File: config.mk
export PLATFORM = sky130hd
export DESIGN_NAME = cbt_sqrt_cell
export DESIGN_NICKNAME = d
export VERILOG_FILES = /design/src/rtl/core/cbt_pkg.sv /design/src/rtl/core/cbt_sqrt_cell.sv
export SDC_FILE = /design/constraint.sdc
export NUM_CORES = 1
export LEC_CHECK = 0
export BUFFER_PORTS_ARGS = -buffer_cell sky130_fd_sc_hd__buf_2
export CAP_MARGIN = 20
export CORE_MARGIN = 2
export CORE_UTILIZATION = 48
export CTS_BUF_LIST = sky130_fd_sc_hd__clkbuf_16
export DETAILED_ROUTE_END_ITERATION = 10
export PLACE_DENSITY = 0.91
export SLEW_MARGIN = 20
export SYNTH_ARGS = -nofsm -noshare
export SYNTH_HDL_FRONTEND = slang
export SYNTH_SLANG_ARGS = --single-unit
File: constraint.sdc
create_clock -name clk -period 3.6 [get_ports clk]
set_input_delay 0.72 -clock clk [delete_from_list [all_inputs] [get_ports clk]]
set_output_delay 0.72 -clock clk [all_outputs]
set_load 0.01 [all_outputs]
File: src/rtl/core/cbt_pkg.sv
// Shared types, constants and helpers for the cylindrical billboard transform.
package cbt_pkg;

	localparam int ONE_Q14 = 16384;

	localparam int SQ_N   = 30;
	localparam int RAD_W  = 2 * SQ_N;
	localparam int ROOT_W = SQ_N;
	localparam int REM_W  = SQ_N + 3;

	localparam int DV_N = 15;
	localparam int Q_W  = DV_N;
	localparam int DV_W = 46;

	localparam int LANES  = 5;
	localparam int LN_COS = 0;
	localparam int LN_SIN = 1;
	localparam int LN_UX  = 2;

	localparam int CH_N = SQ_N + 1 + DV_N;

	typedef enum logic [2:0] {
		CFG_AXIS_X  = 3'd0,
		CFG_AXIS_Y  = 3'd1,
		CFG_AXIS_Z  = 3'd2,
		CFG_SCALE_X = 3'd3,
		CFG_SCALE_Y = 3'd4,
		CFG_SCALE_Z = 3'd5
	} cbt_cfg_idx_t;

	typedef logic [2:0][31:0] cbt_vec3_t;

	typedef struct packed {
		logic                        valid;
		logic                        rzero;
		logic                        nzero;
		logic [LANES-1:0]            neg;
		logic [LANES-1:0][Q_W-1:0]   q;
		cbt_vec3_t                   t;
	} cbt_dv_t;

	function automatic logic [15:0] abs16(input logic signed [15:0] v);
		return v[15] ? 16'(-v) : 16'(v);
	endfunction

	// Q50 to Q14, round half away from zero, saturate to 24 bits
	function automatic logic [23:0] to_out(input logic signed [63:0] v);
		logic        neg;
		logic [63:0] m;
		logic [27:0] q;
		logic [63:0] sum;
		neg = v[63];
		m   = neg ? 64'(-v) : 64'(v);
		sum = m + 64'h8_0000_0000;
		q   = sum[63:36];
		if (neg) begin
			return (q > 28'd8388608) ? 24'h800000 : 24'(-q);
		end else begin
			return (q > 28'd8388607) ? 24'h7FFFFF : q[23:0];
		end
	endfunction

endpackage

File: src/rtl/core/cbt_sqrt_cell.sv
// One digit stage of the pipelined integer square root.
module cbt_sqrt_cell #(
	parameter int SIDE_W = 1
) (
	input  logic                       clk,
	input  logic                       adv,
	input  logic [cbt_pkg::RAD_W-1:0]  rad_i,
	input  logic [cbt_pkg::REM_W-1:0]  rem_i,
	input  logic [cbt_pkg::ROOT_W-1:0] root_i,
	input  logic [SIDE_W-1:0]          side_i,
	output logic [cbt_pkg::RAD_W-1:0]  rad_o,
	output logic [cbt_pkg::REM_W-1:0]  rem_o,
	output logic [cbt_pkg::ROOT_W-1:0] root_o,
	output logic [SIDE_W-1:0]          side_o
);
	import cbt_pkg::*;

	logic [RAD_W-1:0]  rad_s1;
	logic [REM_W-1:0]  rem_s1;
	logic [ROOT_W-1:0] root_s1;
	logic [SIDE_W-1:0] side_s1;
	logic [REM_W-1:0]  rem2;
	logic [REM_W-1:0]  trial;
	logic              ge;

	assign rem2  = {rem_i[REM_W-3:0], rad_i[RAD_W-1 -: 2]};
	assign trial = REM_W'({root_i, 2'b01});
	assign ge    = rem2 >= trial;

	always_ff @(posedge clk) begin
		if (adv) begin
			rad_s1  <= {rad_i[RAD_W-3:0], 2'b00};
			rem_s1  <= ge ? rem2 - trial : rem2;
			root_s1 <= {root_i[ROOT_W-2:0], ge};
			side_s1 <= side_i;
		end
	end

	assign rad_o  = rad_s1;
	assign rem_o  = rem_s1;
	assign root_o = root_s1;
	assign side_o = side_s1;

endmodule

==> out/results.txt <==
WP data required -> 3.75 ns
vias in the first global route -> 4668
Hold Vio Cnt, Final -> 0
1st-pass router iterations -> 4
Final Setup Violations -> 0
Cell Chain, Critical Path -> buf_2, inv_1, ha_1, a21oi_1, o21ai_0, a22o_1, o21ai_1, o21ai_2, a221oi_4, buf_4, xnor2_1
mapped cell area -> 5910 sq um
Post-synth EDFFs -> 122
Clock power frac -> 0.393
fin crit share -> 0.855
die area -> 13200 sq um
Initial Utilization -> 0.492
CTS Sinks -> 122
max_cap viols -> 0
Resized cells post-CTS -> 0
Slowest cell on crit path -> a221oi_4
hpwl dp -> 11.7 mm
Post-synth ARST share -> 0
first-pass GRT wire length -> 22.8 mm
status -> finished clean
Setup Fix Bufs, Post-CTS -> 0
largest net degree at the start of global routing -> 123
Final GP Congestion -> 0.849
DR WL/cell -> 17.0 um
Clk pin slew, worst setup/hold paths -> 0.06 ns
max incr delay on CP -> 0.47 ns
Cells after Synth -> 465
Synth cell types -> 54
P per Cell Area -> 527 nW/um^2
Final Total Pwr -> 0.00417 W
fin. max-slew vios -> 0
Max clock buf depth -> 2
share of layout cells above drive strength 1 -> 0.399
Root Buffer -> clkbuf_16
Worst EP arrival -> 3.23 ns
worst min-delay path category -> input port to flip-flop
Relative slew margins -> 0.585
Seq pwr share -> 0.425
warnings from Yosys -> 0
Fmax achieved -> 325 MHz
Cell Rows -> 40
sequential element share of the synthesized area -> 0.620
H-tree depth -> 4
Layout Nets -> 889
total wire length -> 15.2 mm
Net Sw Power -> 0.00110 W
worst slew pin tran -> 0.623 ns
gr ovfl total -> 0
fin util -> 0.659
Tmin final -> 3.08 ns
HP Start -> rad_i[48]
IO Pins -> 250
Die X -> 115 um
Combinational Power Share -> 0.182
Max Fanout on Critical Path -> 29
FF+latch count, synth -> 122
Main synth FF type -> edfxtp_1
PortBufs -> 245
Cell Area, Placed -> 7340 sq um
CTS tree -> built
Hold Path Sink -> rad_o[50]
Internal -> 0.00307 W
Synth-to-Final Area Change -> 34.0%
vias per cell -> 5.21
Critical Path Start Type -> input port
Hold Crit Depth -> 1
die height -> 115 um
Critical Path Sink Type -> flip-flop
setup tns final -> 0 ns
# fillers -> 873
TritonCTS Buffers -> 17
Setup Crit Path Kind -> input port to flip-flop
RSZ-0062 raised after global routing -> false
core area -> 12000 sq um
Static Leak -> 3.59 nW
antenna viol nets, final -> 0
via count -> 4651
Avg Inst Size Synth -> 12.7 sq um
sw frac -> 0.263
number of remaining DRC errors -> 0
# hold bufs at CTS -> 0
overall routing resource usage -> 0.229
worst vdd ir -> 0.000230 V
First DRT Iteration DRCs -> 284
fin area -> 7920 sq um
initial antenna violation count -> 0
## metrics by stage
| step | hold WS (ns) | worst slack, ns | instances |
|---|---|---|---|
| 2_1_floorplan | 0.819 | 0.759 | 466 |
| 3_3_place_gp | 0.896 | 0.148 | 859 |
| 3_5_place_dp | 0.898 | 0.0796 | 859 |
| 4_1_cts | 0.460 | 0.521 | 891 |
| 5_1_grt | 0.462 | 0.323 | 891 |
| 6_report | 0.475 | 0.521 | 892 |
## worst max-delay path, delay by kind of cell
kind            cells  cell delay (ns)
compound gates      6             1.47
xor+xnor            1             0.13
fa+ha+maj           1             0.37
buf+inv             3             0.51
## logic make-up (layout without fill, tap and decap cells)
logic type	after synthesis	after routing	synth area share
fa+ha+maj	32	32	0.0678
flops	122	122	0.620
mux	4	4	0.00699
simple gates	100	100	0.0849
compound gates	128	128	0.140
buf+inv	53	331	0.0426
xor+xnor	25	25	0.0371
other cells	1	3	0.000635
## cells in the final DEF, fill, tap and decap left out, drive strengths merged, types with 3 or more instances in the layout
cell type  instances
clkbuf            17
a21o              15
ha                32
nand3             10
edfxtp           122
a21boi             3
inv               44
nand4              5
o21ai             44
nand2b             5
xor2              14
xnor2             11
o21bai             3
nor2              12
a31oi              7
a311oi             3
nor2b              4
clkinvlp           3
a211oi             4
and3              10
o21a               5
nor3               3
o31ai              4
buf              259
nand2             40
a21oi             25
mux2i              3
clkinv             6
## routing by layer
metal  wire length [um]  vias to the layer above  track usage
met3               1080                       31       0.0622
li1                   -                     2283            -
met1               5340                     2152        0.236
met4                502                        0        0.114
met5                  0                        -            0
met2               8270                      185        0.425
## final cells by class
class,instances,area [sq um],share of cell area
Multi-Input combinational cell,291,2000,0.252
Clock buffer,17,425,0.0537
Clock inverter,15,149,0.0188
Sequential cell,122,3660,0.463
Timing Repair Buffer,259,1350,0.170
Antenna cell,1,2.50,0.000316
Inverter,40,150,0.0190
Tap cell,147,184,0.0232
## sequential cells by signal, indices dropped and copies added, names as in the netlist
| register | count |
|---|---|
| rem_o | 33 |
| root_o | 30 |
| side_o | 1 |
| rad_o | 58 |
## synth_stat cells, types with 5 or more instances
cell	n	share of area
o21ai_0	23	0.019
nand2_1	40	0.025
nand2b_1	5	0.0053
ha_1	32	0.068
o21ai_1	18	0.015
xor2_1	14	0.021
a21oi_1	25	0.021
o21a_1	5	0.0064
edfxtp_1	122	0.62
xnor2_1	11	0.016
a31oi_1	7	0.0074
nand3_1	10	0.0085
nor2_1	12	0.0076
nand4_1	5	0.0053
a21o_1	15	0.019
inv_1	39	0.025
and3_1	9	0.0095
## worst max path at each step
stage                from        end  slack (ns)
2_1_floorplan  root_i[28]  rem_o[17]        0.76
3_3_place_gp    root_i[6]  rem_o[16]        0.15
3_5_place_dp    root_i[6]  rem_o[19]        0.08
4_1_cts         root_i[6]  rem_o[16]        0.52
5_1_grt         root_i[8]  rem_o[24]        0.32
6_report        root_i[6]   rem_o[0]        0.52
## power by group through the flow
| stage | logic, W | registers [W] | clock network [W] |
|---|---|---|---|
| 2_1_floorplan | 0.000344 | 0.00188 | 0 |
| 3_3_place_gp | 0.000735 | 0.00179 | 0 |
| 3_5_place_dp | 0.000760 | 0.00180 | 0 |
| 4_1_cts | 0.000766 | 0.00177 | 0.00167 |
| 5_1_grt | 0.000835 | 0.00178 | 0.00172 |
| 6_report | 0.000759 | 0.00177 | 0.00164 |
No activity file was read; power rests on OpenSTA's default activity.
