$ cat src/rtl/core/cbt_pkg.sv
// Shared types, constants and helpers for the cylindrical billboard transform.
package cbt_pkg;

	localparam int ONE_Q14 = 16384;

	localparam int SQ_N   = 30;
	localparam int RAD_W  = 2 * SQ_N;
	localparam int ROOT_W = SQ_N;
	localparam int REM_W  = SQ_N + 3;

	localparam int DV_N = 15;
	localparam int Q_W  = DV_N;
	localparam int DV_W = 46;

	localparam int LANES  = 5;
	localparam int LN_COS = 0;
	localparam int LN_SIN = 1;
	localparam int LN_UX  = 2;

	localparam int CH_N = SQ_N + 1 + DV_N;

	typedef enum logic [2:0] {
		CFG_AXIS_X  = 3'd0,
		CFG_AXIS_Y  = 3'd1,
		CFG_AXIS_Z  = 3'd2,
		CFG_SCALE_X = 3'd3,
		CFG_SCALE_Y = 3'd4,
		CFG_SCALE_Z = 3'd5
	} cbt_cfg_idx_t;

	typedef logic [2:0][31:0] cbt_vec3_t;

	typedef struct packed {
		logic                        valid;
		logic                        rzero;
		logic                        nzero;
		logic [LANES-1:0]            neg;
		logic [LANES-1:0][Q_W-1:0]   q;
		cbt_vec3_t                   t;
	} cbt_dv_t;

	function automatic logic [15:0] abs16(input logic signed [15:0] v);
		return v[15] ? 16'(-v) : 16'(v);
	endfunction

	// Q50 to Q14, round half away from zero, saturate to 24 bits
	function automatic logic [23:0] to_out(input logic signed [63:0] v);
		logic        neg;
		logic [63:0] m;
		logic [27:0] q;
		logic [63:0] sum;
		neg = v[63];
		m   = neg ? 64'(-v) : 64'(v);
		sum = m + 64'h8_0000_0000;
		q   = sum[63:36];
		if (neg) begin
			return (q > 28'd8388608) ? 24'h800000 : 24'(-q);
		end else begin
			return (q > 28'd8388607) ? 24'h7FFFFF : q[23:0];
		end
	endfunction

endpackage

$ cat src/rtl/core/cbt_div_cell.sv
// One quotient bit of the pipelined restoring divider.
module cbt_div_cell #(
	parameter int SIDE_W = 1
) (
	input  logic                     clk,
	input  logic                     adv,
	input  logic [cbt_pkg::DV_W-1:0] rem_i,
	input  logic [cbt_pkg::DV_W-1:0] d_i,
	input  logic [cbt_pkg::Q_W-1:0]  q_i,
	input  logic [SIDE_W-1:0]        side_i,
	output logic [cbt_pkg::DV_W-1:0] rem_o,
	output logic [cbt_pkg::DV_W-1:0] d_o,
	output logic [cbt_pkg::Q_W-1:0]  q_o,
	output logic [SIDE_W-1:0]        side_o
);
	import cbt_pkg::*;

	logic [DV_W-1:0]   rem_s1;
	logic [DV_W-1:0]   d_s1;
	logic [Q_W-1:0]    q_s1;
	logic [SIDE_W-1:0] side_s1;
	logic              ge;

	assign ge = rem_i >= d_i;

	always_ff @(posedge clk) begin
		if (adv) begin
			rem_s1  <= ge ? rem_i - d_i : rem_i;
			d_s1    <= d_i >> 1;
			q_s1    <= {q_i[Q_W-2:0], ge};
			side_s1 <= side_i;
		end
	end

	assign rem_o  = rem_s1;
	assign d_o    = d_s1;
	assign q_o    = q_s1;
	assign side_o = side_s1;

endmodule

$ cat config.mk
export PLATFORM = sky130hd
export DESIGN_NAME = cbt_div_cell
export DESIGN_NICKNAME = d
export VERILOG_FILES = /design/src/rtl/core/cbt_pkg.sv /design/src/rtl/core/cbt_div_cell.sv
export SDC_FILE = /design/constraint.sdc
export NUM_CORES = 1
export LEC_CHECK = 0
export BUFFER_PORTS_ARGS = -buffer_cell sky130_fd_sc_hd__buf_2
export CORE_MARGIN = 3
export CORE_UTILIZATION = 25
export CTS_BUF_LIST = sky130_fd_sc_hd__clkbuf_4 sky130_fd_sc_hd__clkbuf_8
export DETAILED_ROUTE_END_ITERATION = 16
export SLEW_MARGIN = 25
export SYNTH_ARGS = -nofsm -noshare
export SYNTH_HDL_FRONTEND = slang
export SYNTH_SLANG_ARGS = --single-unit
$ cat constraint.sdc
create_clock -name clk -period 8.44 [get_ports clk]
set_input_delay 0.422 -clock clk [delete_from_list [all_inputs] [get_ports clk]]
set_output_delay 0.422 -clock clk [all_outputs]
set_load 0.02 [all_outputs]
==> results of run 1 <==
-- state kept, by name, indices dropped and copies added, names as in the netlist --
signal,flops
d_o,45
side_o,1
rem_o,46
q_o,15
-- kinds of logic after synthesis --
group           after synthesis
compound gates              201
buf+inv                      82
mux                           3
xor+xnor                     35
simple gates                183
fa+ha+maj                    47
flops                       107
other cells                   1
-- cell type report --
| type | count | area (µm²) | share of cell area, % |
|---|---|---|---|
| Antenna cell | 1 | 2.502 | 0.03010 |
| Tap cell | 335 | 419.2 | 5.041 |
| Timing Repair Buffer | 217 | 1094 | 13.15 |
| Inverter | 59 | 224.0 | 2.694 |
| Clock buffer | 9 | 123.9 | 1.490 |
| Multi-Input combinational cell | 470 | 3173 | 38.16 |
| Sequential cell | 107 | 3213 | 38.65 |
| Clock inverter | 7 | 65.06 | 0.7825 |
-- power by group through the flow --
stage / combinational, µW / sequential, µW / clock (µW)
2_1_floorplan: 233 / 756 / 0
3_3_place_gp: 463 / 677 / 0
3_5_place_dp: 465 / 679 / 0
4_1_cts: 467 / 667 / 343
5_1_grt: 511 / 672 / 361
6_report: 461 / 666 / 328
-- through the flow --
stage | power (µW) | hold WS (ns) | util [%] | std cells | instance area (µm²)
6_report | 1455 | 0.1784 | 31.64 | 1205 | 8314
5_1_grt | 1545 | 0.1422 | 31.64 | 1205 | 8314
4_1_cts | 1477 | 0.1550 | 31.63 | 1204 | 8312
3_5_place_dp | 1144 | 0.6007 | 30.91 | 1188 | 8123
3_3_place_gp | 1140 | 0.5984 | 30.91 | 1188 | 8123
2_1_floorplan | 988.6 | 0.5209 | - | 659 | 6740
-- layer usage --
| metal | up-vias | global-route usage (%) |
|---|---|---|
| li1 | 2830 | - |
| met1 | 2576 | 18.50 |
| met2 | 153 | 21.43 |
| met3 | 25 | 4.111 |
| met4 | 12 | 3.492 |
| met5 | - | 0 |
-- cells in the final DEF, fill, tap and decap left out, types with 4 or more instances in the layout --
master	instances
nand4_1	14
o21bai_1	7
inv_1	58
o21a_1	8
a21oi_2	4
edfxtp_1	107
and2_1	9
xor2_1	14
and3_1	9
o21ai_1	4
buf_2	214
a21oi_1	73
a21o_1	23
nand2_1	60
nand3_1	13
clkbuf_8	9
o211ai_1	4
o21ai_0	29
ha_1	46
o211a_1	5
nor3_1	7
nor2_1	50
nor4_1	6
a211oi_1	4
xnor2_1	21
-- worst max-delay path, cell delays in order --
cell and delay (ns):
buf_2 0.11, inv_1 0.05, ha_1 0.16, inv_1 0.05, fa_1 0.40, a21oi_1 0.24, o211ai_1 0.23, a21o_1 0.26
and4_4 0.21, o311ai_4 0.36, and2_1 0.25, inv_4 0.25, mux2_2 0.37
-- path summary, 6_finish.rpt --
kind      from         to  slack, ns  cells past startpoint
min     q_i[1]     q_o[2]       0.18                      1
max   rem_i[0]  rem_o[17]       5.24                     13
==> results.toml, run 1 <==
[logic_synthesis]
synth_area_leaders = "edfxtp_1 48%, ha_1 8.5%, a21oi_1 5.4%"
syn-num-nets = 816
synthMuxAreaShare_pct = 0.5012
ys_types = 67
yosys.area.top_type = "edfxtp_1"
synth-adder-area-share_pct = 8.836
netlist_instances = 659
yosys_warnings = 0
synthTopCellsByCount = "107 x edfxtp_1, 73 x a21oi_1, 60 x nand2_1"
synth_xor_area_share_pct = 4.548
synth_flop_cell = "edfxtp_1"
syn_area_um2 = 6740
synth_compound_area_share_pct = 20.22
synth_edf_count = 107
syn_avg_cell_area_um2 = 10.23
yosysMostFrequentCell = "edfxtp_1"
yosys.area_share.simple_pct = 12.92
synth_top_family_by_area = "compound AO/OA/AOI/OAI gates"
seq_area_frac_synth_pct = 47.67
ys_ff_latch = 107
postSynth.asyncResetShare_pct = 0
yosysTopAreaCellShare_pct = 47.67

[die]
die_area_um2 = 28970
initial_core_util_pct = 25.65
die_h_um = 170.2
ios = 218
rows = 59
die_w_um = 170.2
fp.coreArea_um2 = 26280

[detailed_routing]
vias = 5596
wl_um = 20200
drt-initial-drc-count = 346
wl_met2_um = 9114
routedWlPerCell_um = 16.76
wl_met1_um = 9321
route.met3.wl_um = 1436
highest_layer = "met5"
drt_first_pass_iters = 5
route.detailed.drc = 0
ant_nets = 0
post_drt_via_cell_ratio = 4.644

[power]
ir_drop_mv = 0.07000
switchingPower_uw = 519.2
intPower_uw = 936.0
power_frac_clock_pct = 22.5
pwr-share-comb_pct = 31.7
pwr-share-seq_pct = 45.8
p_leak_uw = 0.003694
p_per_area_nw_per_um2 = 175.0
swShare_pct = 35.68

[cells_and_area]
num-fill-cells = 2773
drive_above_1_share_pct = 29.92
area_growth_pct = 23.35
nets = 1021

[clocking]
cts_tree = "done"
cts_buffers = 9
cts_resized = 0
root_buffer = "clkbuf_8"
cts_max_path_buffers = 2
cts_setup_buffers = 0
clk_pin_slew_ns = 0.12
htreeDepth = 3
cts.sinks = 107
hold_buffers = 0

[grt]
overflow = 0
track_usage_pct = 13.67
grt_max_degree = 67
grt_pass1_wl_um = 30770
grt_pass1_vias = 5504
antenna_found_initial = 7

[sta]
max_freq_mhz = 312.9
rsz0062_at_grt = "no"
relSlewSlack_pct = 38.79
setup_viol = 0
period_needed_ns = 3.196
tns_ns = 0
finalWorstSetupSlack_ns = 5.244
worst_slew_pin_slew_ns = 0.9181
finalCritPeriodShare_pct = 37.87
drv_slew = 0
hold_viol = 0

[critical_path]
cp_max_fo = 63
critPathArrivalTime_ns = 3.36
worstSetupStartpointType = "input pin"
critical_path_class = "input pin to flip-flop"
crit_required_ns = 8.60
end_kind = "flip-flop"

[place]
place_ws_ns = 4.804
dp_hpwl_um = 16020
port_buffers = 215
gp_congestion = 0.8702

[run]
cap_viol_max_count = 0

[worst_hold_path]
hold_class = "input pin to flip-flop"

[outcome]
outcome = "complete, no violations"
Note: power is estimated with default switching activity, not from simulation.
==> inputs of run 2 (changes only) <==
- clock period: 8.44 -> 3 ns (I/O delays scaled with it)
==> run 2 against run 1 <==
  * First-iteration DRC count decreased by 14%
  * Non-clock buffer count grew 102
  * Sequential cell count is the same
  * Sequential power increased to 2.8 times the previous value
  * Die area is the same
  * Critical endpoint is now rem_o[41]
  * Largest power group unchanged
  * Highest routed layer unchanged
==> results.toml, run 2 (same netlist as run 1, synthesis figures left out) <==
[place]
dp.cells = 1229
gp_congestion = 0.8615
dp_hpwl_um = 16490
place_ws_ns = -0.04448
port_buffers = 215

[die]
ios = 218
rows = 59
die_h_um = 170.2
die_w_um = 170.2
die_area_um2 = 28970
fp.coreArea_um2 = 26280
initial_core_util_pct = 25.65

[cells_and_area]
area_growth_pct = 39.06
largest_reg_flops = 46
final_core_util_pct = 35.66
final_cell_count_no_fill = 1308
layout_common_cells = "214 x buf_2, 107 x edfxtp_1, 71 x a21oi_1"
final_common_cell = "buf_2"
multiInputGateArea_um2 = 3262
nets = 1123
seq_area_um2 = 3213
drive_above_1_share_pct = 32.75
num-fill-cells = 2722

[critical_path]
critical_path_class = "input pin to flip-flop"
end_kind = "flip-flop"
cp_max_fo = 6
worstSetupStartpointType = "input pin"
crit_required_ns = 3.16
critPathArrivalTime_ns = 3.09
crit_slowest_cell = "dlygate4sd3_1"
crit_chain = "dlygate4sd3_1 -> buf_2 -> inv_1 -> ha_2 -> a21o_1 -> a31o_2 -> a32oi_1 -> nand3_1 -> o2111ai_2 -> a21boi_1 -> or3_1 -> a31o_2"
critical_path.most_common_cell = "a31o_2"
cpPeakStageDelay_ns = 0.53

[grt]
grt_max_degree = 47
grt_pass1_vias = 6044
track_usage_pct = 14.02
grt_pass1_wl_um = 32090
antenna_found_initial = 4
overflow = 0

[sta]
worst_slew_pin_slew_ns = 0.4979
hold_viol = 0
setup_viol = 0
max_freq_mhz = 341.5
finalWorstSetupSlack_ns = 0.07190
holdWs_ns = 0.04559
drv_slew = 0
finalCritPeriodShare_pct = 97.60
period_needed_ns = 2.928
relSlewSlack_pct = 66.45

[clocking]
root_buffer = "clkbuf_8"
cts_buffers = 9
clk_pin_slew_ns = 0.11
cts_tree = "done"
cts_max_path_buffers = 2
htreeDepth = 3
cts.sinks = 107

[worst_hold_path]
hold_class = "input pin to flip-flop"
hold-path-endpoint = "rem_o[4]"
hp-start = "rem_i[4]"
whs_path_depth = 3

[detailed_routing]
vias = 5974
drt_first_pass_iters = 5
drt-initial-drc-count = 297
ant_nets = 0
wl_met2_um = 9443
wl_um = 21060
highest_layer = "met5"
wl_met1_um = 10070
route.detailed.drc = 0
routedWlPerCell_um = 16.10
post_drt_via_cell_ratio = 4.567
route.met3.wl_um = 1214

[power]
p_total_uw = 4316
p_leak_uw = 0.004165
ir_drop_mv = 0.1611
p_per_area_nw_per_um2 = 460.5

[outcome]
outcome = "complete, no violations"

[run]
cap_viol_max_count = 0
[run 2: layout make-up]
cell class	count	share of cell area [%]
clock buffer	9	1.322
tap	335	4.472
antenna	2	0.05340
sequential	107	34.28
multi-input combinational	470	34.80
clock inverter	7	0.8811
timing repair buffer	319	21.75
inverter	59	2.443
[run 2: where the power goes]
group	switching [µW]	leakage [µW]	internal, µW	total [µW]
Sequential	38.1	0.00105	1840	1880
Combinational	870	0.00302	590	1460
Clock	578	0.0000988	402	979
[run 2: worst max-delay path by stage]
stage,start,end,slack [ns],depth (start not counted)
6_report,d_i[20],rem_o[41],0.07,12
5_1_grt,d_i[28],rem_o[43],-0.02,13
4_1_cts,d_i[28],rem_o[17],0.02,12
3_5_place_dp,d_i[4],rem_o[37],-0.04,13
3_3_place_gp,d_i[3],rem_o[37],-0.04,13
2_1_floorplan,rem_i[0],rem_o[41],0.34,14
[run 2: critical path, delay by kind of cell]
family / cells / cell delay, ns
AOI/OAI and AO/OA: 6 / 1.36
adders and majority gates: 1 / 0.31
buffers and inverters: 3 / 0.74
and+or+nand+nor: 2 / 0.53
[run 2: through the flow]
step                instance area (µm²)  setup TNS (ns)
CTS                                9263               0
global route                       9370        -0.02214
floorplan                          6740               0
global placement                   8456         -0.1300
finish                             9373               0
detailed placement                 8456         -0.2495
[run 2: layer usage]
metal,vias up,track usage [%]
met4,6,3.668
met2,149,22.06
met5,-,0
met1,2755,19.32
met3,24,3.508
li1,3040,-
[run 2: timing repair]
item,4_1_cts,5_1_grt
resized for setup,0,25
setup endpoints to repair,0,38
hold buffers,60,0
endpoints found under the hold margin,60,0
setup buffers,0,1
==> inputs of run 3 (changes only) <==
- REMOVE_ABC_BUFFERS: default -> 1
==> run 3 against run 2 <==
  * Maximum frequency is 1.1% higher
  * Sequential power hardly changed
  * First-iteration DRC count is 20% higher
  * Highest routed layer unchanged
  * Die area stayed put
  * Via count is 1.7% higher
  * Clock power is 8.8% lower
  * Sequential share of layout area is 0.16 points lower
  * Power is 1.3% lower
  * Routed wire length is 0.87% higher
==> results.toml, run 3 (same netlist as run 1, synthesis figures left out) <==
[sta]
relSlewSlack_pct = 60.72
drv_slew = 0
finalWorstSetupSlack_ns = 0.1040
worst_slew_pin_slew_ns = 0.5830
period_needed_ns = 2.896
finalCritPeriodShare_pct = 96.53
max_freq_mhz = 345.3
setup_viol = 0
hold_viol = 0

[detailed_routing]
drt_first_pass_iters = 5
post_drt_via_cell_ratio = 4.644
wl_um = 21250
vias = 6074
drt-initial-drc-count = 356
routedWlPerCell_um = 16.24
ant_nets = 0
route.detailed.drc = 0

[critical_path]
setup.worst_path.start = "d_i[20]"
cp_num_buf_inv = 5
worstSetupStartpointType = "input pin"
end_kind = "flip-flop"
critical_path_class = "input pin to flip-flop"
critical_path.top_delay_family = "buffers and inverters"
crit_chain = "dlygate4sd3_1 -> buf_2 -> inv_1 -> ha_1 -> buf_4 -> and4_1 -> and3_1 -> nand4_1 -> a211oi_2 -> buf_4 -> o21ai_1 -> o31a_1 -> xnor2_1 -> mux2_2"
cp_max_fo = 4
crit_slowest_cell = "dlygate4sd3_1"
critPathArrivalTime_ns = 3.06
cpPeakStageDelay_ns = 0.53
crit_required_ns = 3.17
critical_path.most_common_cell = "buf_4"

[cells_and_area]
stdcell_area_um2 = 9417
layout_common_cells = "214 x buf_2, 107 x edfxtp_1, 68 x a21oi_1"
seq_area_um2 = 3213
drive_above_1_share_pct = 33.09
antenna_cells = 0
num-fill-cells = 2726
multiInputGateArea_um2 = 3276
final_common_cell = "buf_2"
nets = 1125
largest_reg_flops = 46
area_growth_pct = 39.71

[worst_hold_path]
hold-path-endpoint = "rem_o[33]"
hp-start = "rem_i[33]"
hold_class = "input pin to flip-flop"
whs_path_depth = 3

[grt]
grt_pass1_wl_um = 32020
grt_max_degree = 44
overflow = 0
grt_pass1_vias = 5923
track_usage_pct = 14.18
antenna_found_initial = 2

[die]
die_area_um2 = 28970
die_h_um = 170.2
ios = 218
die_w_um = 170.2
fp.coreArea_um2 = 26280
rows = 59
initial_core_util_pct = 25.65

[clocking]
cts_max_path_buffers = 2
cts_tree = "done"
cts_setup_buffers = 0
htreeDepth = 3
cts.sinks = 107
clk_pin_slew_ns = 0.12
cts_buffers = 9
root_buffer = "clkbuf_8"

[place]
port_buffers = 215
place_ws_ns = -0.09514
dpl_cell_area_um2 = 8503
gp_congestion = 0.8727
dp_hpwl_um = 16610

[run]
cap_viol_max_count = 0

[outcome]
outcome = "complete, no violations"

[power]
p_total_uw = 4259
p_per_area_nw_per_um2 = 452.3
p_leak_uw = 0.004187
ir_drop_mv = 0.1835
==> run 3: repair_timing <==
item	CTS	global route
endpoints found under the setup margin	0	41
hold buffers	60	0
endpoints found under the hold margin	60	0
resized for setup	0	24
==> run 3: worst max-delay path by stage <==
stage | depth (start not counted) | to | slack (ns)
after floorplan | 12 | rem_o[17] | -0.29
after global placement | 13 | rem_o[26] | 0.0004
after detailed placement | 13 | rem_o[15] | -0.1
after CTS | 13 | rem_o[43] | 0.02
after global routing | 14 | rem_o[27] | -0.08
final | 14 | rem_o[37] | 0.10
==> run 3: where the power goes <==
part / internal (µW) / switching [µW]
registers: 1840 / 34.9
logic: 612 / 880
clock network: 314 / 579
total: 2770 / 1490
==> run 3: metal layers <==
layer / global-route usage (%) / vias to the layer above / routed length (µm)
li1: - / 3045 / -
met1: 19.33 / 2817 / 9977
met2: 22.98 / 193 / 9769
met4: 3.915 / 4 / 253
met5: 0 / - / 22
met3: 2.857 / 15 / 1223
==> run 3: layout make-up <==
cell class	count	share of cell area, %
multi-input combinational	470	34.79
sequential	107	34.12
timing repair buffer	321	22.07
tap	335	4.451
inverter	59	2.631
clock buffer	9	1.315
clock inverter	7	0.6245
==> run 3: per-stage QoR <==
step | instances | TNS (ns) | utilization, % | hold slack [ns]
after floorplan | 636 | -6.432 | - | 0.2489
after global placement | 1232 | 0 | 32.36 | 0.3269
after detailed placement | 1232 | -1.962 | 32.36 | 0.3292
after CTS | 1308 | 0 | 35.34 | 0.003363
after global routing | 1308 | -0.4042 | 35.83 | 0.02732
final | 1308 | 0 | 35.83 | 0.03091
